### src/pbvs_pkg.sv
// Shared types and constants for the packed bit vector store.
`default_nettype none

package pbvs_pkg;

	localparam int LEN_W           = 17;     // bit length / bit index width
	localparam int CNT_W           = 6;      // bit_count width
	localparam int DATA_W          = 32;     // value and slice width
	localparam int FUNC_W          = 3;
	localparam int ERR_W           = 3;
	localparam int SLICE_MAX       = 32;
	localparam int MAX_LEN         = 65536;
	localparam int STORE_WORDS_DEF = 2048;
	localparam int WORD_BITS_DEF   = 32;

	typedef enum logic [FUNC_W-1:0] {
		FN_START  = 3'd0,
		FN_APPEND = 3'd1,
		FN_SLICE  = 3'd2,
		FN_RDBIT  = 3'd3,
		FN_SETBIT = 3'd4,
		FN_CLRBIT = 3'd5
	} func_t;

	typedef enum logic [ERR_W-1:0] {
		ERR_NONE  = 3'd0,
		ERR_RANGE = 3'd1,
		ERR_ORDER = 3'd2,
		ERR_WIDE  = 3'd3,
		ERR_FULL  = 3'd4
	} err_t;

	typedef enum logic [2:0] {
		ST_IDLE,
		ST_DIV,
		ST_REM,
		ST_RD,
		ST_MOD,
		ST_FIN
	} state_t;

	// controller -> datapath
	typedef struct packed {
		logic accept;     // latch request, check it, update length
		logic divide;     // quotient of bit position by word size
		logic remainder;  // word address and bit offset
		logic read;       // memory read of current word
		logic modify;     // merge/extract current word
	} cmd_t;

	// datapath -> controller
	typedef struct packed {
		logic skip;       // error or nothing to touch in memory
		logic last;       // current word finishes the request
	} status_t;

endpackage

`default_nettype wire

### src/pbvs_ctrl.sv
// Controller state machine for the packed bit vector store.
`default_nettype none

module pbvs_ctrl (
	input  wire                   clk,
	input  wire                   arst_n,
	input  wire                   start,
	input  pbvs_pkg::status_t     status,
	output pbvs_pkg::cmd_t        cmd,
	output logic                  busy,
	output logic                  done
);

	pbvs_pkg::state_t state_q, state_d;

	always_ff @(posedge clk or negedge arst_n) begin
		if (!arst_n) begin
			state_q <= pbvs_pkg::ST_IDLE;
		end else begin
			state_q <= state_d;
		end
	end

	always_comb begin
		state_d = state_q;
		cmd     = '0;
		busy    = 1'b1;
		done    = 1'b0;
		unique case (state_q)
			pbvs_pkg::ST_IDLE: begin
				busy = 1'b0;
				if (start) begin
					cmd.accept = 1'b1;
					state_d    = pbvs_pkg::ST_DIV;
				end
			end
			pbvs_pkg::ST_DIV: begin
				cmd.divide = 1'b1;
				state_d    = status.skip ? pbvs_pkg::ST_FIN : pbvs_pkg::ST_REM;
			end
			pbvs_pkg::ST_REM: begin
				cmd.remainder = 1'b1;
				state_d       = pbvs_pkg::ST_RD;
			end
			pbvs_pkg::ST_RD: begin
				cmd.read = 1'b1;
				state_d  = pbvs_pkg::ST_MOD;
			end
			pbvs_pkg::ST_MOD: begin
				cmd.modify = 1'b1;
				state_d    = status.last ? pbvs_pkg::ST_FIN : pbvs_pkg::ST_RD;
			end
			pbvs_pkg::ST_FIN: begin
				// result on the ports this cycle; next request may be taken now
				done = 1'b1;
				busy = 1'b0;
				if (start) begin
					cmd.accept = 1'b1;
					state_d    = pbvs_pkg::ST_DIV;
				end else begin
					state_d = pbvs_pkg::ST_IDLE;
				end
			end
			default: begin
				state_d = pbvs_pkg::ST_IDLE;
			end
		endcase
	end

`ifndef SYNTHESIS
	a_done_after_work: assert property (@(posedge clk) disable iff (!arst_n)
		done |-> ($past(state_q) == pbvs_pkg::ST_DIV || $past(state_q) == pbvs_pkg::ST_MOD))
		else $error("result strobe without a finishing step");
`endif

endmodule

`default_nettype wire

### config.mk
export PLATFORM = sky130hd
export DESIGN_NAME = pbvs_ctrl
export DESIGN_NICKNAME = d
export VERILOG_FILES = /design/src/pbvs_pkg.sv /design/src/pbvs_ctrl.sv
export SDC_FILE = /design/constraint.sdc
export NUM_CORES = 1
export LEC_CHECK = 0
export BUFFER_PORTS_ARGS = -buffer_cell sky130_fd_sc_hd__buf_4
export CAP_MARGIN = 0
export CORE_AREA = 10 10 47 49
export DETAILED_ROUTE_END_ITERATION = 10
export DIE_AREA = 0 0 57 59
export GPL_TIMING_DRIVEN = 0
export HOLD_SLACK_MARGIN = 0.12
export PLACE_DENSITY = 0.47
export SKIP_CTS_REPAIR_TIMING = 1
export SYNTH_ARGS = -nofsm -noshare
export SYNTH_HDL_FRONTEND = slang
export SYNTH_SLANG_ARGS = --single-unit
### constraint.sdc
create_clock -name clk -period 1.4 [get_ports clk]
set_input_delay 0.07 -clock clk [delete_from_list [all_inputs] [get_ports clk]]
set_output_delay 0.07 -clock clk [all_outputs]
set_load 0.005 [all_outputs]
==> metrics.log <==
[metrics] status: finished, violations left
[metrics] violated checks: negative setup slack
[metrics] top-area cell type share of the netlist area: 31.1%
[metrics] # Max-Cap Violations: 0
[metrics] Post-route DRC: 0
[metrics] number of H-tree levels: 1
[metrics] final count of hold timing violations: 0
[metrics] clock slew at the register clock pins of the worst setup and hold paths: approximately 40 ps
[metrics] delay of the slowest cell on the worst path: 380 ps
[metrics] Crit path top cell by count: buf_6
[metrics] Die Area: about 3400 sq um
[metrics] Endpoint, Worst Hold: state_q[2]
[metrics] total I/O pin count: 12
[metrics] clock latency at the later pin of the worst-skew pair: roughly 240 ps
[metrics] maximum number of pins on one net before global-route repair: 11
[metrics] worst-case setup margin in the final layout: -21.7 ps
[metrics] DRC marker count from the first detailed-route iteration: 0
[metrics] post-detailed-route via-to-cell ratio: between 4 and 5
[metrics] arrival time at the worst endpoint: 1350 ps
[metrics] Slew headroom: between 80% and 90%
[metrics] vias in the first global route: approximately 250
[metrics] Clock Path Buffers: 2
[metrics] minimum clock period after layout: ~1400 ps
[metrics] top achievable clock speed: roughly 700 MHz
[metrics] capturing point of the worst reg2reg path: state_q[0]
[metrics] final global-route overflow total: 0
[metrics] initial antenna violation count: 0
[metrics] number of pins exceeding their max-slew limit in the final report: 0
[metrics] share of post-route cells with drive strength above 1: about 54%
[metrics] count of flip-flops with a built-in enable after synthesis: 0
[metrics] number of setup violations in the final report: 1
[metrics] cells along the critical path: buf_6 -> nor2b_1 -> or3_4 -> buf_6
[metrics] flip-flop count of the largest register, all copies and words added: 3
[metrics] Yosys cell types: 18
[metrics] Placeable Area: 1400 sq um
[metrics] number of rows created at floorplan: 14
[metrics] Static Leakage: approximately 0.00022 uW
[metrics] main combinational cell family by area after synthesis: simple AND/OR/NAND/NOR gates
[metrics] RSZ-0062 raised after global routing: true
[metrics] startpoint of the most critical register-to-register path: state_q[0]
[metrics] async set-or-reset flop fraction in the synthesized netlist: 100%
[metrics] startpoint types: register
[metrics] classification of the worst-slack hold path: in2reg
[metrics] worst hold path startpoint: status[1]
[metrics] detail-routed net length per standard cell: 11.7 microns
[metrics] highest net fanout along the worst path: 10
[metrics] setup tns final: -21.7 ps
[metrics] cells after synthesis: 26
[metrics] CTS Root Buffer Type: clkbuf_4
[metrics] router iterations before antenna repair: 1
[metrics] multiplexer share of the synthesized area: 0%
[metrics] r2r setup slk: 220 ps
[metrics] total of fill cells in the finished design: approximately 150
[metrics] Inserted Diodes: 0
[metrics] data required time of the worst path: roughly 1300 ps
[metrics] post-synthesis share of cell area spent on full adders, half adders and majority gates: 0%
[metrics] Total Routing Usage GR: 3.98%
[metrics] total of buffers placed on input and output ports: 11
[metrics] top post-synthesis cells by count: dfrtp_1 (3), nor4b_1 (3)
[metrics] maximum vdd ir drop: 984 uV
[metrics] total wirelength of the detailed-routed design: ~730 microns
[metrics] detailed-placement wirelength estimate: ~480 microns
[metrics] clock tree from TritonCTS: yes
[metrics] classification of the worst setup path: reg2out
[metrics] count of clock tree sinks: 3
[metrics] synthesized-area fraction occupied by ao, oa, aoi and oai cells: under 10%
[metrics] top cell type by total area after synthesis: dfrtp_1
[metrics] r2r worst-path depth: 4
[metrics] leading post-synthesis cells by cell area: dfrtp_1 (31%), nor4b_1 (11%), and3b_1 (7.3%), nor3b_1 (6.2%), nor2b_1 (5.2%)
[metrics] Layout Utilization: between 30% and 40%
[metrics] primary flip-flop cell chosen by synthesis mapping: dfrtp_1
[metrics] instance count along the most critical hold path: 3
[metrics] sequential-to-total area share from yosys stat: 31.1%
[metrics] Area Growth Syn to Fin: 85.0%
[metrics] total number of vias: approximately 270
[metrics] largest registers: state_q x3
[metrics] yosys synthesis warning count: 0
[metrics] placer's final routability congestion estimate: 0.630
[metrics] global-route wire length before repair: 1080 microns
[metrics] CP max stage cell: dfrtp_1
[metrics] layout net count: 52
[metrics] Synth Net Count: 31
[metrics] synthesized area per cell: approximately 9.3 sq um
[metrics] PwrDens: around 2100 nW/um^2
[metrics] actual slew at the worst max-slew pin: 283 ps
[metrics] share of synthesized cell area in and, or, nand and nor gates: about half
[metrics] antenna-violating nets left: 0
[metrics] XOR/XNOR share of the synthesized area: 0%
[metrics] number of synthesized register bits: 3
[metrics] most flop-heavy register: state_q
[metrics] horizontal extent of the die: between 50 and 60 microns
[metrics] period utilization: 102%
[metrics] height of the chip: between 50 and 60 microns
[metrics] mapped cell area: between 200 and 250 sq um
[metrics] clk_skew: a little over 8 ps
[metrics] total CTS buffers: 3
[metrics] Initial Utilization: approximately 17%
[metrics] element type at the critical path end: primary output
-- worst max path at each step --
stage                     startpoint         end  slack [ps]
after floorplan           state_q[2]  state_q[1]         330
after global placement    state_q[0]        busy         210
after detailed placement  state_q[0]        busy         210
after CTS                 state_q[0]        busy         -40
after global routing      state_q[2]        busy         -70
final                     state_q[2]        busy         -20
-- cell usage in the layout, fill, tap and decap left out --
master / instances
a211o_1: 1
and2_1: 1
and3b_1: 2
buf_4: 14
buf_6: 3
clkbuf_1: 1
clkbuf_4: 3
dfrtp_1: 3
dlygate4sd3_1: 2
inv_1: 1
nand2b_1: 1
nor2_1: 2
nor2b_1: 1
nor2b_4: 1
nor3b_1: 1
nor3b_2: 2
nor4_1: 1
nor4b_1: 2
nor4b_2: 1
o21ai_0: 1
o2bb2ai_1: 1
or3_4: 1
-- metrics by stage --
step / instance area [sq um] / hold slack [ps] / cells / setup slack [ps] / total power [uW]
after floorplan: 241 / -226 / 26 / 331 / 449
after global placement: 344 / -137 / 53 / 205 / 649
after detailed placement: 344 / -137 / 53 / 207 / 642
after CTS: 370 / -385 / 57 / -39.9 / 800
after global routing: 447 / 142 / 62 / -73.7 / 1050
final: 447 / 130 / 62 / -21.7 / 957
-- cells by family after synthesis --
logic type / after synthesis
flip-flops: 3
AO/OA/AOI/OAI: 3
buffers and inverters: 4
AND/OR/NAND/NOR: 16
-- worst max-delay path, delay by kind of cell, from the launching register on --
family | cells | cell delay [ps]
flip-flops | 1 | 380
AND/OR/NAND/NOR | 2 | 470
buffers and inverters | 2 | 260
-- area by class of cell --
| class | instances | area [sq um] | share of cell area (%) |
|---|---|---|---|
| multi-input combinational | 19 | 163 | 36.4 |
| timing repair buffer | 16 | 129 | 28.9 |
| sequential | 3 | 75.1 | 16.8 |
| buffer | 3 | 30.0 | 6.72 |
| clock buffer | 4 | 26.3 | 5.88 |
| tap | 16 | 20.0 | 4.48 |
| inverter | 1 | 3.75 | 0.840 |
-- routing by layer --
metal  global-route usage, %  vias to the layer above  wire [microns]  part of all wire, %
met2                    3.88                       12             283                   39
met3                    4.72                        0              88                   12
met1                    5.38                      126             354                   49
li1                        -                      134               -                    -
met4                       0                        0               0                    0
met5                       0                        -               0                    0
-- report_power, final --
group	internal [uW]	switching, uW	total, uW	leakage, uW
Clock	107	49.3	156	0.0000150
Sequential	127	24.6	152	0.0000370
Combinational	395	253	649	0.000166
Power figures use the tool's default switching activity.
